[src/hdl/p2bpp_pkg.sv]
// Shared types and constants for the packed two-bit-per-pixel image blob decoder.
`default_nettype none

package p2bpp_pkg;

	// Parser phase.
	typedef enum logic [1:0] {
		PH_HEADER,
		PH_PALETTE,
		PH_PIXELS
	} phase_t;

	// Main work carried by one queued command.
	typedef enum logic [1:0] {
		OP_NONE,
		OP_DIM,
		OP_PAL,
		OP_PIX
	} op_t;

	// Record kinds on the output.
	localparam logic [1:0] KIND_DIM = 2'd0;
	localparam logic [1:0] KIND_PAL = 2'd1;
	localparam logic [1:0] KIND_PIX = 2'd2;
	localparam logic [1:0] KIND_ERR = 2'd3;

	// Header byte positions.
	localparam logic [2:0] HPOS_WIDTH_HI  = 3'd0;
	localparam logic [2:0] HPOS_WIDTH_LO  = 3'd1;
	localparam logic [2:0] HPOS_HEIGHT_HI = 3'd2;
	localparam logic [2:0] HPOS_HEIGHT_LO = 3'd3;

	// Color byte positions within a palette entry.
	localparam logic [1:0] CPOS_RED   = 2'd0;
	localparam logic [1:0] CPOS_GREEN = 2'd1;

	// Default depth of the command queue between front and back.
	localparam int QUEUE_DEPTH = 2;

	// Width of the back-end record step counter (up to four records per byte).
	localparam int STEP_W = 3;

	// One classified input byte, ready to be expanded into records.
	typedef struct packed {
		op_t         op;
		logic        err;
		logic [15:0] width;
		logic [15:0] height;
		logic [7:0]  pcount;
		logic [7:0]  entry;
		logic [7:0]  err_entry;
		logic [7:0]  red;
		logic [7:0]  green;
		logic [7:0]  blue;
		logic [15:0] row;
		logic [13:0] col_byte;
		logic [7:0]  data;
	} cmd_t;

endpackage

`default_nettype wire

[src/hdl/p2bpp_front.sv]
// Front end: takes blob bytes, runs the header/palette/pixel parser and queues commands.
`default_nettype none

module p2bpp_front (
	input  wire logic              clk,
	input  wire logic              arst_n,
	input  wire logic              byte_valid,
	output logic                   byte_ready,
	input  wire logic [7:0]        data_byte,
	input  wire logic              end_of_blob,
	input  wire logic              q_full,
	output logic                   q_push,
	output p2bpp_pkg::cmd_t        q_cmd
);

	p2bpp_pkg::phase_t phase_q, phase_u;
	logic [2:0]  hpos_q, hpos_u;
	logic [15:0] width_q, width_u;
	logic [15:0] height_q, height_u;
	logic [7:0]  ptotal_q, ptotal_u;
	logic [7:0]  pseen_q, pseen_u;
	logic [1:0]  cpos_q, cpos_u;
	logic [7:0]  red_q, red_u;
	logic [7:0]  green_q, green_u;
	logic [13:0] bir_q, bir_u;
	logic [15:0] row_q, row_u;

	logic [13:0] per_row;
	logic [14:0] bir_inc;
	logic [7:0]  pseen_inc;
	logic        accept;
	p2bpp_pkg::op_t op;

	assign byte_ready = !q_full;
	assign accept     = byte_valid && byte_ready;
	assign per_row    = width_q[15:2];
	assign bir_inc    = {1'b0, bir_q} + 15'd1;
	assign pseen_inc  = pseen_q + 8'd1;

	// Parser step: state after this byte, and the main work it causes.
	always_comb begin
		phase_u  = phase_q;
		hpos_u   = hpos_q;
		width_u  = width_q;
		height_u = height_q;
		ptotal_u = ptotal_q;
		pseen_u  = pseen_q;
		cpos_u   = cpos_q;
		red_u    = red_q;
		green_u  = green_q;
		bir_u    = bir_q;
		row_u    = row_q;
		op       = p2bpp_pkg::OP_NONE;
		unique case (phase_q)
			p2bpp_pkg::PH_HEADER: begin
				unique case (hpos_q)
					p2bpp_pkg::HPOS_WIDTH_HI:  width_u  = {data_byte, 8'h00};
					p2bpp_pkg::HPOS_WIDTH_LO:  width_u  = {width_q[15:8], data_byte};
					p2bpp_pkg::HPOS_HEIGHT_HI: height_u = {data_byte, 8'h00};
					p2bpp_pkg::HPOS_HEIGHT_LO: height_u = {height_q[15:8], data_byte};
					default: begin
						ptotal_u = data_byte;
						op       = p2bpp_pkg::OP_DIM;
						phase_u  = (data_byte == 8'd0) ? p2bpp_pkg::PH_PIXELS
							: p2bpp_pkg::PH_PALETTE;
					end
				endcase
				hpos_u = hpos_q + 3'd1;
			end
			p2bpp_pkg::PH_PALETTE: begin
				unique case (cpos_q)
					p2bpp_pkg::CPOS_RED: begin
						red_u  = data_byte;
						cpos_u = p2bpp_pkg::CPOS_GREEN;
					end
					p2bpp_pkg::CPOS_GREEN: begin
						green_u = data_byte;
						cpos_u  = cpos_q + 2'd1;
					end
					default: begin
						op      = p2bpp_pkg::OP_PAL;
						cpos_u  = p2bpp_pkg::CPOS_RED;
						pseen_u = pseen_inc;
						if (pseen_inc >= ptotal_q) begin
							phase_u = p2bpp_pkg::PH_PIXELS;
						end
					end
				endcase
			end
			p2bpp_pkg::PH_PIXELS: begin
				// Only palettes of three or four colors with at least one byte per row unpack.
				if ((ptotal_q == 8'd3 || ptotal_q == 8'd4) && per_row != 14'd0) begin
					op = p2bpp_pkg::OP_PIX;
					if (bir_inc >= {1'b0, per_row}) begin
						bir_u = 14'd0;
						if (row_q != 16'hFFFF) begin
							row_u = row_q + 16'd1;
						end
					end else begin
						bir_u = bir_inc[13:0];
					end
				end
			end
			default: begin
				phase_u = phase_q;
			end
		endcase
	end

	// Command for the back end, built from this byte and the parser values before and after it.
	always_comb begin
		q_cmd           = '0;
		q_cmd.op        = op;
		q_cmd.err       = end_of_blob && (phase_u != p2bpp_pkg::PH_PIXELS);
		q_cmd.width     = width_u;
		q_cmd.height    = height_u;
		q_cmd.pcount    = ptotal_u;
		q_cmd.entry     = pseen_q;
		q_cmd.err_entry = pseen_u;
		q_cmd.red       = red_q;
		q_cmd.green     = green_q;
		q_cmd.blue      = data_byte;
		q_cmd.row       = row_q;
		q_cmd.col_byte  = bir_q;
		q_cmd.data      = data_byte;
	end

	// A byte that causes no record queues nothing.
	assign q_push = accept && (op != p2bpp_pkg::OP_NONE || q_cmd.err);

	// Parser state; the end of a blob returns everything to reset values.
	always_ff @(posedge clk or negedge arst_n) begin
		if (!arst_n) begin
			phase_q  <= p2bpp_pkg::PH_HEADER;
			hpos_q   <= '0;
			width_q  <= '0;
			height_q <= '0;
			ptotal_q <= '0;
			pseen_q  <= '0;
			cpos_q   <= '0;
			red_q    <= '0;
			green_q  <= '0;
			bir_q    <= '0;
			row_q    <= '0;
		end else if (accept) begin
			if (end_of_blob) begin
				phase_q  <= p2bpp_pkg::PH_HEADER;
				hpos_q   <= '0;
				width_q  <= '0;
				height_q <= '0;
				ptotal_q <= '0;
				pseen_q  <= '0;
				cpos_q   <= '0;
				red_q    <= '0;
				green_q  <= '0;
				bir_q    <= '0;
				row_q    <= '0;
			end else begin
				phase_q  <= phase_u;
				hpos_q   <= hpos_u;
				width_q  <= width_u;
				height_q <= height_u;
				ptotal_q <= ptotal_u;
				pseen_q  <= pseen_u;
				cpos_q   <= cpos_u;
				red_q    <= red_u;
				green_q  <= green_u;
				bir_q    <= bir_u;
				row_q    <= row_u;
			end
		end
	end

endmodule

`default_nettype wire

[src/hdl/p2bpp_queue.sv]
// Short command queue that decouples the parser from the record sequencer.
`default_nettype none

module p2bpp_queue #(
	parameter int DEPTH = p2bpp_pkg::QUEUE_DEPTH
) (
	input  wire logic            clk,
	input  wire logic            arst_n,
	input  wire logic            push,
	input  wire p2bpp_pkg::cmd_t push_cmd,
	output logic                 full,
	input  wire logic            pop,
	output logic                 head_valid,
	output p2bpp_pkg::cmd_t      head_cmd
);

	localparam int PTR_W = (DEPTH > 1) ? $clog2(DEPTH) : 1;
	localparam int CNT_W = $clog2(DEPTH + 1);
	localparam logic [PTR_W-1:0] LAST_PTR = PTR_W'(DEPTH - 1);
	localparam logic [CNT_W-1:0] FULL_CNT = CNT_W'(DEPTH);

	p2bpp_pkg::cmd_t entries_q [DEPTH];
	logic [PTR_W-1:0] wr_ptr_q;
	logic [PTR_W-1:0] rd_ptr_q;
	logic [CNT_W-1:0] count_q;

	assign full       = (count_q == FULL_CNT);
	assign head_valid = (count_q != '0);
	assign head_cmd   = entries_q[rd_ptr_q];

	// Entry storage.
	always_ff @(posedge clk) begin
		if (push) begin
			entries_q[wr_ptr_q] <= push_cmd;
		end
	end

	// Pointers and occupancy.
	always_ff @(posedge clk or negedge arst_n) begin
		if (!arst_n) begin
			wr_ptr_q <= '0;
			rd_ptr_q <= '0;
			count_q  <= '0;
		end else begin
			if (push) begin
				wr_ptr_q <= (wr_ptr_q == LAST_PTR) ? '0 : wr_ptr_q + 1'b1;
			end
			if (pop) begin
				rd_ptr_q <= (rd_ptr_q == LAST_PTR) ? '0 : rd_ptr_q + 1'b1;
			end
			if (push && !pop) begin
				count_q <= count_q + 1'b1;
			end else if (pop && !push) begin
				count_q <= count_q - 1'b1;
			end
		end
	end

endmodule

`default_nettype wire

[src/hdl/p2bpp_back.sv]
// Back end: expands each queued command into result records, one per cycle while the output is not stalled.
`default_nettype none

module p2bpp_back (
	input  wire logic              clk,
	input  wire logic              arst_n,
	input  wire logic              head_valid,
	input  wire p2bpp_pkg::cmd_t   head_cmd,
	output logic                   pop,
	output logic                   record_valid,
	input  wire logic              record_ready,
	output logic [1:0]             record_kind,
	output logic [15:0]            image_width,
	output logic [15:0]            image_height,
	output logic [7:0]             palette_count,
	output logic [7:0]             entry_index,
	output logic [7:0]             red,
	output logic [7:0]             green,
	output logic [7:0]             blue,
	output logic [15:0]            pixel_row,
	output logic [15:0]            pixel_column,
	output logic [1:0]             pixel_value,
	output logic                   last_of_run
);

	logic [p2bpp_pkg::STEP_W-1:0] step_q;
	logic [p2bpp_pkg::STEP_W-1:0] n_main;
	logic [p2bpp_pkg::STEP_W-1:0] total;
	logic                         is_last;
	logic                         load;
	logic                         valid_q;

	logic [1:0]  kind_c;
	logic [7:0]  entry_c, red_c, green_c, blue_c;
	logic [15:0] row_c, col_c;
	logic [1:0]  val_c;

	logic [1:0]  kind_q;
	logic [15:0] width_q, height_q;
	logic [7:0]  pcount_q, entry_q, red_q, green_q, blue_q;
	logic [15:0] row_q, col_q;
	logic [1:0]  val_q;
	logic        last_q;

	// Number of records the command yields before the optional error record.
	always_comb begin
		unique case (head_cmd.op) inside
			p2bpp_pkg::OP_DIM, p2bpp_pkg::OP_PAL: n_main = 3'd1;
			p2bpp_pkg::OP_PIX:                    n_main = 3'd4;
			default:                              n_main = 3'd0;
		endcase
	end

	assign total   = n_main + {2'b00, head_cmd.err};
	assign is_last = (step_q == total - 3'd1);
	assign load    = head_valid && (!valid_q || record_ready);
	assign pop     = load && is_last;

	// Record for the current step of the head command.
	always_comb begin
		kind_c  = p2bpp_pkg::KIND_ERR;
		entry_c = 8'd0;
		red_c   = 8'd0;
		green_c = 8'd0;
		blue_c  = 8'd0;
		row_c   = 16'd0;
		col_c   = 16'd0;
		val_c   = 2'd0;
		if (step_q < n_main) begin
			unique case (head_cmd.op)
				p2bpp_pkg::OP_DIM: begin
					kind_c = p2bpp_pkg::KIND_DIM;
				end
				p2bpp_pkg::OP_PAL: begin
					kind_c  = p2bpp_pkg::KIND_PAL;
					entry_c = head_cmd.entry;
					red_c   = head_cmd.red;
					green_c = head_cmd.green;
					blue_c  = head_cmd.blue;
				end
				p2bpp_pkg::OP_PIX: begin
					kind_c = p2bpp_pkg::KIND_PIX;
					row_c  = head_cmd.row;
					col_c  = {head_cmd.col_byte, step_q[1:0]};
					case (step_q[1:0])
						2'd0:    val_c = head_cmd.data[7:6];
						2'd1:    val_c = head_cmd.data[5:4];
						2'd2:    val_c = head_cmd.data[3:2];
						default: val_c = head_cmd.data[1:0];
					endcase
				end
				default: begin
					kind_c = p2bpp_pkg::KIND_ERR;
				end
			endcase
		end else begin
			// Truncated blob record reports the entries completed so far.
			entry_c = head_cmd.err_entry;
		end
	end

	// Step counter and output valid.
	always_ff @(posedge clk or negedge arst_n) begin
		if (!arst_n) begin
			step_q  <= '0;
			valid_q <= 1'b0;
		end else begin
			if (load) begin
				step_q <= is_last ? '0 : step_q + 3'd1;
			end
			if (load) begin
				valid_q <= 1'b1;
			end else if (record_ready) begin
				valid_q <= 1'b0;
			end
		end
	end

	// Output payload register.
	always_ff @(posedge clk) begin
		if (load) begin
			kind_q   <= kind_c;
			width_q  <= head_cmd.width;
			height_q <= head_cmd.height;
			pcount_q <= head_cmd.pcount;
			entry_q  <= entry_c;
			red_q    <= red_c;
			green_q  <= green_c;
			blue_q   <= blue_c;
			row_q    <= row_c;
			col_q    <= col_c;
			val_q    <= val_c;
			last_q   <= is_last;
		end
	end

	assign record_valid  = valid_q;
	assign record_kind   = kind_q;
	assign image_width   = width_q;
	assign image_height  = height_q;
	assign palette_count = pcount_q;
	assign entry_index   = entry_q;
	assign red           = red_q;
	assign green         = green_q;
	assign blue          = blue_q;
	assign pixel_row     = row_q;
	assign pixel_column  = col_q;
	assign pixel_value   = val_q;
	assign last_of_run   = last_q;

`ifndef SYNTHESIS
	// The step counter never runs past the records of the head command.
	a_step_in_range: assert property (@(posedge clk) disable iff (!arst_n)
		head_valid |-> step_q < total)
		else $error("record step beyond command length");

	// The step counter rests at zero between commands.
	a_step_idle: assert property (@(posedge clk) disable iff (!arst_n)
		!head_valid |-> step_q == '0)
		else $error("record step not zero with empty queue");

	// Every queued command yields at least one record.
	a_cmd_nonempty: assert property (@(posedge clk) disable iff (!arst_n)
		head_valid && head_cmd.op == p2bpp_pkg::OP_NONE |-> head_cmd.err)
		else $error("queued command yields no record");

	// A stalled output freezes the sequencer.
	a_stall_holds_step: assert property (@(posedge clk) disable iff (!arst_n)
		valid_q && !record_ready |=> $stable(step_q))
		else $error("sequencer advanced during output stall");
`endif

endmodule

`default_nettype wire

[src/hdl/packed_2bpp_image_blob_decoder.sv]
// Top level of the packed two-bit-per-pixel image blob decoder.
`default_nettype none

// Takes an image blob one byte per request and returns its records: one dimension
// record after the five header bytes, one palette record per three color bytes, and,
// for a palette of three or four entries and a width of at least four, four pixel
// records per later byte; a blob that ends inside the header or palette adds a
// truncated blob record. The parser takes a byte whenever the queue is not full and
// queues at most one command into a short queue (QUEUE_DEPTH entries); the record
// sequencer then sends one record per cycle while the output is not stalled, so a
// pixel byte yields four records and a header or palette byte zero to two, and the
// parser can take new bytes while earlier commands still wait. No clearing pass is
// needed after reset.
module packed_2bpp_image_blob_decoder #(
	parameter int QUEUE_DEPTH = p2bpp_pkg::QUEUE_DEPTH
) (
	input  wire logic        clk,
	input  wire logic        arst_n,
	input  wire logic        byte_valid,
	output logic             byte_ready,
	input  wire logic [7:0]  data_byte,
	input  wire logic        end_of_blob,
	output logic             record_valid,
	input  wire logic        record_ready,
	output logic [1:0]       record_kind,
	output logic [15:0]      image_width,
	output logic [15:0]      image_height,
	output logic [7:0]       palette_count,
	output logic [7:0]       entry_index,
	output logic [7:0]       red,
	output logic [7:0]       green,
	output logic [7:0]       blue,
	output logic [15:0]      pixel_row,
	output logic [15:0]      pixel_column,
	output logic [1:0]       pixel_value,
	output logic             last_of_run
);

	p2bpp_pkg::cmd_t push_cmd;
	p2bpp_pkg::cmd_t head_cmd;
	logic            push;
	logic            full;
	logic            pop;
	logic            head_valid;

	// Parser.
	p2bpp_front u_front (
		.clk         (clk),
		.arst_n      (arst_n),
		.byte_valid  (byte_valid),
		.byte_ready  (byte_ready),
		.data_byte   (data_byte),
		.end_of_blob (end_of_blob),
		.q_full      (full),
		.q_push      (push),
		.q_cmd       (push_cmd)
	);

	// Command queue.
	p2bpp_queue #(
		.DEPTH (QUEUE_DEPTH)
	) u_queue (
		.clk        (clk),
		.arst_n     (arst_n),
		.push       (push),
		.push_cmd   (push_cmd),
		.full       (full),
		.pop        (pop),
		.head_valid (head_valid),
		.head_cmd   (head_cmd)
	);

	// Record sequencer and output register.
	p2bpp_back u_back (
		.clk           (clk),
		.arst_n        (arst_n),
		.head_valid    (head_valid),
		.head_cmd      (head_cmd),
		.pop           (pop),
		.record_valid  (record_valid),
		.record_ready  (record_ready),
		.record_kind   (record_kind),
		.image_width   (image_width),
		.image_height  (image_height),
		.palette_count (palette_count),
		.entry_index   (entry_index),
		.red           (red),
		.green         (green),
		.blue          (blue),
		.pixel_row     (pixel_row),
		.pixel_column  (pixel_column),
		.pixel_value   (pixel_value),
		.last_of_run   (last_of_run)
	);

endmodule

`default_nettype wire

[config.mk]
export PLATFORM = sky130hd
export DESIGN_NAME = packed_2bpp_image_blob_decoder
export DESIGN_NICKNAME = d
export VERILOG_FILES = /design/src/hdl/p2bpp_pkg.sv /design/src/hdl/p2bpp_front.sv /design/src/hdl/p2bpp_queue.sv /design/src/hdl/p2bpp_back.sv /design/src/hdl/packed_2bpp_image_blob_decoder.sv
export SDC_FILE = /design/constraint.sdc
export NUM_CORES = 1
export LEC_CHECK = 0
export BUFFER_PORTS_ARGS = -buffer_cell sky130_fd_sc_hd__buf_4
export CAP_MARGIN = 10
export CORE_AREA = 2 2 177 179
export DETAILED_ROUTE_END_ITERATION = 8
export DIE_AREA = 0 0 179 181
export HOLD_SLACK_MARGIN = 0.03
export MAX_ROUTING_LAYER = met4
export PLACE_DENSITY = 0.8
export SYNTH_ARGS = -nofsm -noshare
export SYNTH_HDL_FRONTEND = slang
export SYNTH_SLANG_ARGS = --single-unit
[constraint.sdc]
create_clock -name clk -period 32.7 [get_ports clk]
set_input_delay 3.27 -clock clk [delete_from_list [all_inputs] [get_ports clk]]
set_output_delay 3.27 -clock clk [all_outputs]
set_load 0.03 [all_outputs]
# After elaboration in Yosys (flattened, before gate mapping)

Memory sizes are Yosys's and may differ from the RTL's.
Cells that the tools add are included.

Register bits after elaboration: 218
Latch bits: 0
RAM bits: 242
Bits in read-only memories: 0
Logic and storage cells: 161
Input port bits: 13
Memories: 1

Memories:

| name              | depth | width | rd ports | clocked after memory_dff | wr ports | RTL line          | text |
|---|---|---|---|---|---|---|---|
| u_queue.entries_q | 2     | 121   | 1        | 0                        | 1        | p2bpp_queue.sv:22 | `p2bpp_pkg::cmd_t entries_q [DEPTH];` |

Reductions and logical operators: 44
Equality and inequality tests: 17
Mux-type cells: 56
$lt $le $gt $ge: 3
Shift-type cells: 0
Div/mod/pow operators: 0
$mul: 0
Bitwise gates (word level): 0
Add/subtract/negate cells: 12

Operators with widths:

| cell                    | number |
|---|---|
| $mux W16                | 9 |
| $mux W8                 | 14 |
| $pmux W16 S2            | 2 |
| $mux W14                | 4 |
| $reduce_bool A2 Y1      | 12 |
| $mux W2                 | 11 |
| $pmux W2 S3             | 3 |
| $add A16 B1 Y16 const B | 1 |
| $ne A16 B16 Y1 const B  | 1 |
| $add A14 B1 Y15 const B | 1 |
| $ge A15 B14 Y1          | 1 |
| $reduce_bool A14 Y1     | 1 |
| $eq A2 B2 Y1 const B    | 5 |
| $mux W3                 | 3 |
| $reduce_and A3 Y1       | 3 |
| $add A8 B1 Y8 const B   | 1 |
| $eq A2 B1 Y1 const B    | 4 |
| $eq A8 B2 Y1 const B    | 1 |
| $eq A8 B3 Y1 const B    | 1 |
| $ge A8 B8 Y1            | 1 |
| $logic_and A1 B1 Y1     | 8 |
| $logic_not A8 Y1        | 1 |
| $pmux W2 S2             | 2 |
| $reduce_and A2 Y1       | 4 |
| 20 further kinds        | 38 |

# Depth between registers and ports, before layout

Gate-level depths: netlist (run 1).

Depth after elaboration: 13
Gate-level depth with buffers: 16
Depth with buffers taken out: 15

# Cells and area by module

A second synthesis (run 1) with hierarchy kept.

Cell total of the unflattened synthesis: 1326
Area, all modules: 19645.1 um^2

By module, submodules not included:

| module      | area an instance (um^2) | sequential area each (um^2) | cells an instance | times used |
|---|---|---|---|---|
| p2bpp_queue | 9255.1                  | 7367.1                      | 393               | 1 |
| p2bpp_front | 6139.6                  | 2527.4                      | 681               | 1 |
| p2bpp_back  | 4250.3                  | 3373.2                      | 252               | 1 |

# Least setup slack after synthesis (run 1)

Ideal clock, no wire load.

Path type: input to register
Start: input end_of_blob
End: memory u_queue.entries_q[0][100] in the netlist's numbering, enable pin
Required time: 31.977 ns
Path buffers: 3
Cell stages on the path: 5
Library setup time: 0.723 ns
Setup slack: 20.103 ns
Arrival: 11.873 ns
Path through: clkbuf_1 > buf_1 > clkbuf_1 > a21oi_2 > nor3_1

Cells in the longest elaborated chain, start to end: 5

RTL lines:

| what                          | RTL line                             | text |
|---|---|---|
| start, declared               | packed_2bpp_image_blob_decoder.sv:22 | `input wire logic end_of_blob,` |
| $logic_and A1 B1 Y1           | p2bpp_front.sv:114                   | `q_cmd.err = end_of_blob && (phase_u != p2bpp_pkg::PH_PIXELS);` |
| $logic_or A1 B1 Y1            | p2bpp_front.sv:129                   | `assign q_push = accept && (op != p2bpp_pkg::OP_NONE \|\| q_cmd.err);` |
| $logic_and A1 B1 Y1           | p2bpp_front.sv:129                   |  |
| $mux W1                       | p2bpp_queue.sv:33                    | `if (push) begin` |
| $mux W1 (implied by the code) | p2bpp_queue.sv:34                    | `entries_q[wr_ptr_q] <= push_cmd;` |
| end, declared                 | p2bpp_queue.sv:22                    |  |

Every way passes these cells.

# Worst setup path after layout (run 1)

Start: input data_byte[6]
End: memory u_queue.entries_q[1][59] in the netlist's numbering, enable pin

Cells in the longest elaborated chain, start to end: 10

RTL lines:

| what                          | RTL line                             | text |
|---|---|---|
| start, declared               | packed_2bpp_image_blob_decoder.sv:21 | `input wire logic [7:0] data_byte,` |
| $logic_not A8 Y1              | p2bpp_front.sv:64                    | `phase_u = (data_byte == 8'd0) ? p2bpp_pkg::PH_PIXELS` |
| $mux W2                       | p2bpp_front.sv:64                    |  |
| $mux W2                       | p2bpp_front.sv:56                    | `unique case (hpos_q)` |
| $pmux W2 S2                   | p2bpp_front.sv:54                    | `unique case (phase_q)` |
| $ne A2 B2 Y1                  | p2bpp_front.sv:114                   |  |
| $logic_and A1 B1 Y1           | p2bpp_front.sv:114                   |  |
| $logic_or A1 B1 Y1            | p2bpp_front.sv:129                   |  |
| $logic_and A1 B1 Y1           | p2bpp_front.sv:129                   |  |
| $mux W1                       | p2bpp_queue.sv:33                    |  |
| $mux W1 (implied by the code) | p2bpp_queue.sv:34                    |  |

Every way passes these cells.

==> results of run 1 <==
-- layout by cell type, fill, tap and decap left out, types with 44 or more instances in the layout --
| master | instances |
|---|---|
| edfxtp_1 | 335 |
| buf_4 | 135 |
| dfrtp_1 | 108 |
| nand2_1 | 107 |
| nor2_1 | 93 |
| o21ai_0 | 79 |
| mux2_2 | 61 |
| mux2i_1 | 60 |
| a22o_1 | 51 |
| clkbuf_16 | 44 |
-- flip-flops by register name, indices dropped and copies added, names as in the netlist, 16 cells and up --
signal,cells
u_back.pixel_row,16
u_front.width_q,16
u_queue.entries_q,226
u_front.height_q,16
u_front.row_q,16
u_back.pixel_column,16
u_back.image_width,16
u_back.image_height,16
-- power by group --
part           leakage, nW  switching, mW  internal [mW]
combinational         3.07          0.425          0.237
sequential            4.63         0.0912          0.838
clock                0.714          0.205          0.298
total                 8.42          0.721           1.37
-- cells by family (layout without fill, tap and decap cells) --
family | count (synthesis) | in the layout | share of synthesized area
AOI/OAI and AO/OA | 225 | 225 | 0.0864
and+or+nand+nor | 331 | 331 | 0.0856
adders and majority gates | 40 | 40 | 0.0271
buffers and inverters | 103 | 251 | 0.0234
xor gates and xnor gates | 31 | 31 | 0.0147
muxes | 121 | 121 | 0.0698
DFF | 444 | 444 | 0.693
-- path summary, 6_finish.rpt --
path	startpoint	endpoint	slack (ps)	cells past startpoint
max reg2reg	u_front.bir_q[0]	u_front.row_q[4]	28160	14
min reg2reg	u_front.green_q[7]	u_queue.entries_q[1][53]	470	0
min in group asynchronous	arst_n	u_front.bir_q[0]	2750	1
max in group asynchronous	arst_n	u_queue.rd_ptr_q	28570	2
min	u_front.green_q[7]	u_queue.entries_q[1][53]	470	0
max	data_byte[6]	u_queue.entries_q[1][59]	27360	8
-- metal layers --
layer  vias to the layer above  share of wire  wire, um
li1                       5062              -         -
met5                         -              0         0
met4                         0          0.026       982
met3                        70          0.062      2300
met1                      5576           0.41     15100
met2                       406           0.51     18800
-- layout make-up --
class / count / area (um2)
sequential: 444 / 12800
timing repair buffer: 135 / 1010
multi-input combinational: 748 / 5250
clock inverter: 25 / 258
fill: 1968 / 9210
tap: 396 / 495
clock buffer: 55 / 1190
inverter: 36 / 138
-- metrics by stage --
stage	instances	power (mW)	instance area [um2]	util	hold slack (ps)
2_1_floorplan	1295	1.39	18500	-	437
3_3_place_gp	1759	1.58	19700	0.649	446
3_5_place_dp	1759	1.60	19700	0.649	451
4_1_cts	1839	2.11	21100	0.696	461
5_1_grt	1839	2.20	21100	0.696	469
6_report	1839	2.10	21100	0.696	469
-- worst max-delay path, cell delays in order --
cell and delay, ps:
buf_4 180, or4_4 560, nor2_4 110, a21oi_1 70, a311o_1 400, a21oi_2 250, nor3_2 70, buf_4 390
==> impl_metrics.json, run 1 <==
{
  "grt_use_met1": 0.315,
  "core_mm2": 0.0303,
  "syn2layout_area_growth_pct": 14.5,
  "hp-class": "reg -> reg",
  "dp_hpwl_mm": 23.1,
  "cts_buffers": 43,
  "clockBufferDepth": 3,
  "hold_buffers": 0,
  "drt_iter0_drc": 1245,
  "portBuffers": 123,
  "skew_ps": 16.7,
  "cts_tree": "yes",
  "power_density_mw_per_mm2": 99.2,
  "finalSetupTns_ps": 0,
  "synth_cells": 1295,
  "die_h_um": 181,
  "status": "complete, no violations",
  "vias_per_cell": 6.04,
  "cts.sinks": 444,
  "dp_slack_ps": 26870,
  "start_util": 0.608,
  "cts_resized": 0,
  "h-tree-depth": 2,
  "synthesis.area_mm2": 0.0185,
  "synth-seq-cells": 444,
  "yosysTopAreaCellShare": 0.545,
  "ys.warnings.count": 0,
  "use_met2": 0.389,
  "grt_use_total": 0.240,
  "max_freq_mhz": 187,
  "worstPathRequired_ps": 32820,
  "ys_types": 64,
  "grt_pass1_wl_mm": 58.9,
  "synth_ff_type": "edfxtp_1",
  "antenna_found_initial": 0,
  "synth.area.top_cells": "edfxtp_1, dfrtp_1, mux2_2",
  "clock_latency_ps": 540,
  "setup_viol_count_final": 0,
  "finalCritPeriodShare": 0.163,
  "root_buffer": "clkbuf_16",
  "worst_slew_pin_slew_ps": 1230,
  "syn_nets": 1348,
  "vias": 11100,
  "start_kind": "input pin",
  "rows": 64,
  "grt-ovfl-total": 0,
  "async_reset_ff_frac": 0.245,
  "synth_seq_area_share": 0.693,
  "drive_above_1_share": 0.198,
  "irDropWorstVdd_v": 0.0000522,
  "final_hold_viol_count": 0,
  "cp_max_fo": 75,
  "crit_type": "in -> reg",
  "die_area_mm2": 0.0324,
  "rsz0062_at_grt": "no",
  "cts_setup_buffers": 0,
  "yosysMostFrequentCell": "edfxtp_1",
  "worstSetupEndpointType": "register",
  "syn_area_per_cell_um2": 14.2,
  "n_antenna_cell": 0,
  "p_leak_nw": 8.42,
  "drc": 0,
  "final_antenna_net_count": 0,
  "yosys.area.top_type": "edfxtp_1",
  "finalMaxSlewViolations": 0,
  "post-route-min-period_ps": 5340,
  "io_pins": 124,
  "grt_max_degree": 76,
  "post_drt_wl_per_cell_um": 20.2,
  "finalNetCount": 1461,
  "slew-limit-headroom": 0.180,
  "worst_slack_ps": 27360,
  "critPathArrivalTime_ps": 5460,
  "grtUsageMet3": 0.0385,
  "wl_mm": 37.2,
  "drtPass1Iterations": 5,
  "synthTopCellsByCount": "edfxtp_1, dfrtp_1, nand2_1",
  "die_w_um": 179,
  "gp_congestion": 0.863,
  "max-cap-violations": 0,
  "grt_busiest_layer": "met2",
  "first_global_vias": 11000,
  "clk_pin_slew_ps": 60,
  "synth_enable_flop_cells": 335
}
Power figures use the tool's default switching activity.
==> run 2, diff against run 1 <==
--- a/config.mk
+++ b/config.mk
@@ -7,12 +7,12 @@
 export LEC_CHECK = 0
 export BUFFER_PORTS_ARGS = -buffer_cell sky130_fd_sc_hd__buf_4
 export CAP_MARGIN = 10
-export CORE_AREA = 2 2 177 179
+export CORE_AREA = 2 2 188 190
 export DETAILED_ROUTE_END_ITERATION = 8
-export DIE_AREA = 0 0 179 181
+export DIE_AREA = 0 0 190 192
 export HOLD_SLACK_MARGIN = 0.03
 export MAX_ROUTING_LAYER = met4
-export PLACE_DENSITY = 0.8
+export PLACE_DENSITY = 0.75
 export SYNTH_ARGS = -nofsm -noshare
 export SYNTH_HDL_FRONTEND = slang
 export SYNTH_SLANG_ARGS = --single-unit
==> constraint.sdc (replaced) <==
create_clock -name clk -period 4.3 [get_ports clk]
set_input_delay 0.43 -clock clk [delete_from_list [all_inputs] [get_ports clk]]
set_output_delay 0.43 -clock clk [all_outputs]
set_load 0.03 [all_outputs]
==> impl_metrics.json, run 2 (synthesized netlist as in run 1, its figures left out) <==
{
  "grt_use_total": 0.213,
  "finalCritPeriodShare": 0.869,
  "worstPathRequired_ps": 4780,
  "worst_slew_pin_slew_ps": 1010,
  "syn2layout_area_growth_pct": 15.2,
  "layout_common_cells": "edfxtp_1, buf_4, nand2_1",
  "worst_slack_ps": 565,
  "core_mm2": 0.0343,
  "gp_congestion": 0.845,
  "h-tree-depth": 2,
  "cts.sinks": 444,
  "wl_mm": 36.8,
  "post_drt_wl_per_cell_um": 19.4,
  "critPathArrivalTime_ps": 4210,
  "skew_ps": 13.8,
  "finalSetupTns_ps": 0,
  "antenna_found_initial": 0,
  "first_global_vias": 10700,
  "drt_iter0_drc": 808,
  "dp_hpwl_mm": 23.4,
  "setup_viol_count_final": 0,
  "finalMaxSlewViolations": 0,
  "grt_max_degree": 79,
  "status": "complete, no violations",
  "io_pins": 124,
  "hp-class": "in -> reg",
  "largest_register_ffs": 226,
  "hold_end": "u_back.record_valid",
  "start_kind": "register",
  "top_register": "u_queue.entries_q",
  "die_h_um": 192,
  "dp_slack_ps": 621,
  "vias": 10900,
  "clockBufferDepth": 3,
  "clock_latency_ps": 540,
  "final_hold_viol_count": 0,
  "drtPass1Iterations": 6,
  "drive_above_1_share": 0.199,
  "r2r-end": "u_front.bir_q[0]",
  "n_antenna_cell": 0,
  "rows": 68,
  "portBuffers": 123,
  "cts_setup_buffers": 0,
  "p_leak_nw": 8.41,
  "rrSetupSlack_ps": 560,
  "fillers": 2517,
  "irDropWorstVdd_v": 0.000515,
  "cts_tree": "yes",
  "clk_pin_slew_ps": 60,
  "layout_commonest_cell": "edfxtp_1",
  "worstHoldPathCells": 3,
  "max-cap-violations": 0,
  "slew-limit-headroom": 0.329,
  "worst-r2r-cell-count": 15,
  "grt_pass1_wl_mm": 58.7,
  "finalNetCount": 1466,
  "vias_per_cell": 5.74,
  "start_util": 0.538,
  "regToRegStartpoint": "u_front.bir_q[0]",
  "post-route-min-period_ps": 3740,
  "rsz0062_at_grt": "no",
  "root_buffer": "clkbuf_16",
  "final_antenna_net_count": 0,
  "worstHoldStart": "record_ready",
  "die_area_mm2": 0.0365,
  "power_density_mw_per_mm2": 740,
  "max_freq_mhz": 268,
  "cts_buffers": 43,
  "die_w_um": 190,
  "crit_type": "reg -> reg",
  "drc": 0,
  "cp_max_fo": 28,
  "worstSetupEndpointType": "register",
  "grt-ovfl-total": 0
}
## run 2: worst max path at each step
| stage | start | to | slack, ps | cells after the start |
|---|---|---|---|---|
| floorplan | u_front.pseen_q[0] | u_queue.entries_q[0][100] | -1030 | 11 |
| global placement | u_front.bir_q[0] | u_front.row_q[6] | 720 | 15 |
| detailed placement | u_front.bir_q[0] | u_front.row_q[12] | 620 | 15 |
| CTS | u_front.bir_q[0] | u_front.bir_q[0] | 620 | 15 |
| global route | u_front.bir_q[0] | u_front.bir_q[0] | 330 | 15 |
| finish | u_front.bir_q[0] | u_front.bir_q[0] | 560 | 15 |
## run 2: timing repair
item	in CTS	in global routing
endpoints found under the setup margin	0	0
resized for setup	0	0
hold buffers	1	0
hold endpoints to repair	53	0
## run 2: metrics by stage
step	hold slack (ps)	power, mW	cell area (um2)	util	instances
2_1_floorplan	134	10.5	18500	-	1295
3_3_place_gp	448	12.1	19900	0.580	1822
3_5_place_dp	456	12.2	19900	0.580	1822
4_1_cts	193	15.9	21300	0.620	1903
5_1_grt	210	16.6	21300	0.620	1903
6_report	210	15.7	21300	0.620	1903
## run 2: critical path, stage by stage (launching register included)
cell and delay (ps):
dfrtp_1 450, ha_1 300, and4_1 260, and4_1 210, and3_1 220, and3_1 200, xnor2_1 170, inv_1 60
ha_1 290, a21o_1 170, a211oi_1 240, o211a_1 200, o31ai_2 80, buf_4 230, nor2_1 350, mux2_2 230
## run 2: layout make-up
class / instances / area [um2] / area share
clock buffer: 63 / 1200 / 0.0565
clock inverter: 17 / 163 / 0.00765
inverter: 36 / 138 / 0.00647
multi-input combinational: 748 / 5310 / 0.250
sequential: 444 / 12800 / 0.602
tap: 455 / 569 / 0.0268
timing repair buffer: 140 / 1090 / 0.0513
## run 2: report_power, final
group / internal [mW] / switching, mW
combinational: 1.85 / 3.33
sequential: 6.37 / 0.554
clock: 2.13 / 1.51
## run 2: per-layer routing
layer	share of wire	routed length (um)	vias to the layer above	global-route usage
li1	-	-	5092	-
met1	0.43	15700	5441	0.281
met2	0.50	18400	340	0.350
met3	0.057	2110	46	0.0325
met4	0.016	597	0	0.0525
met5	0	0	-	-
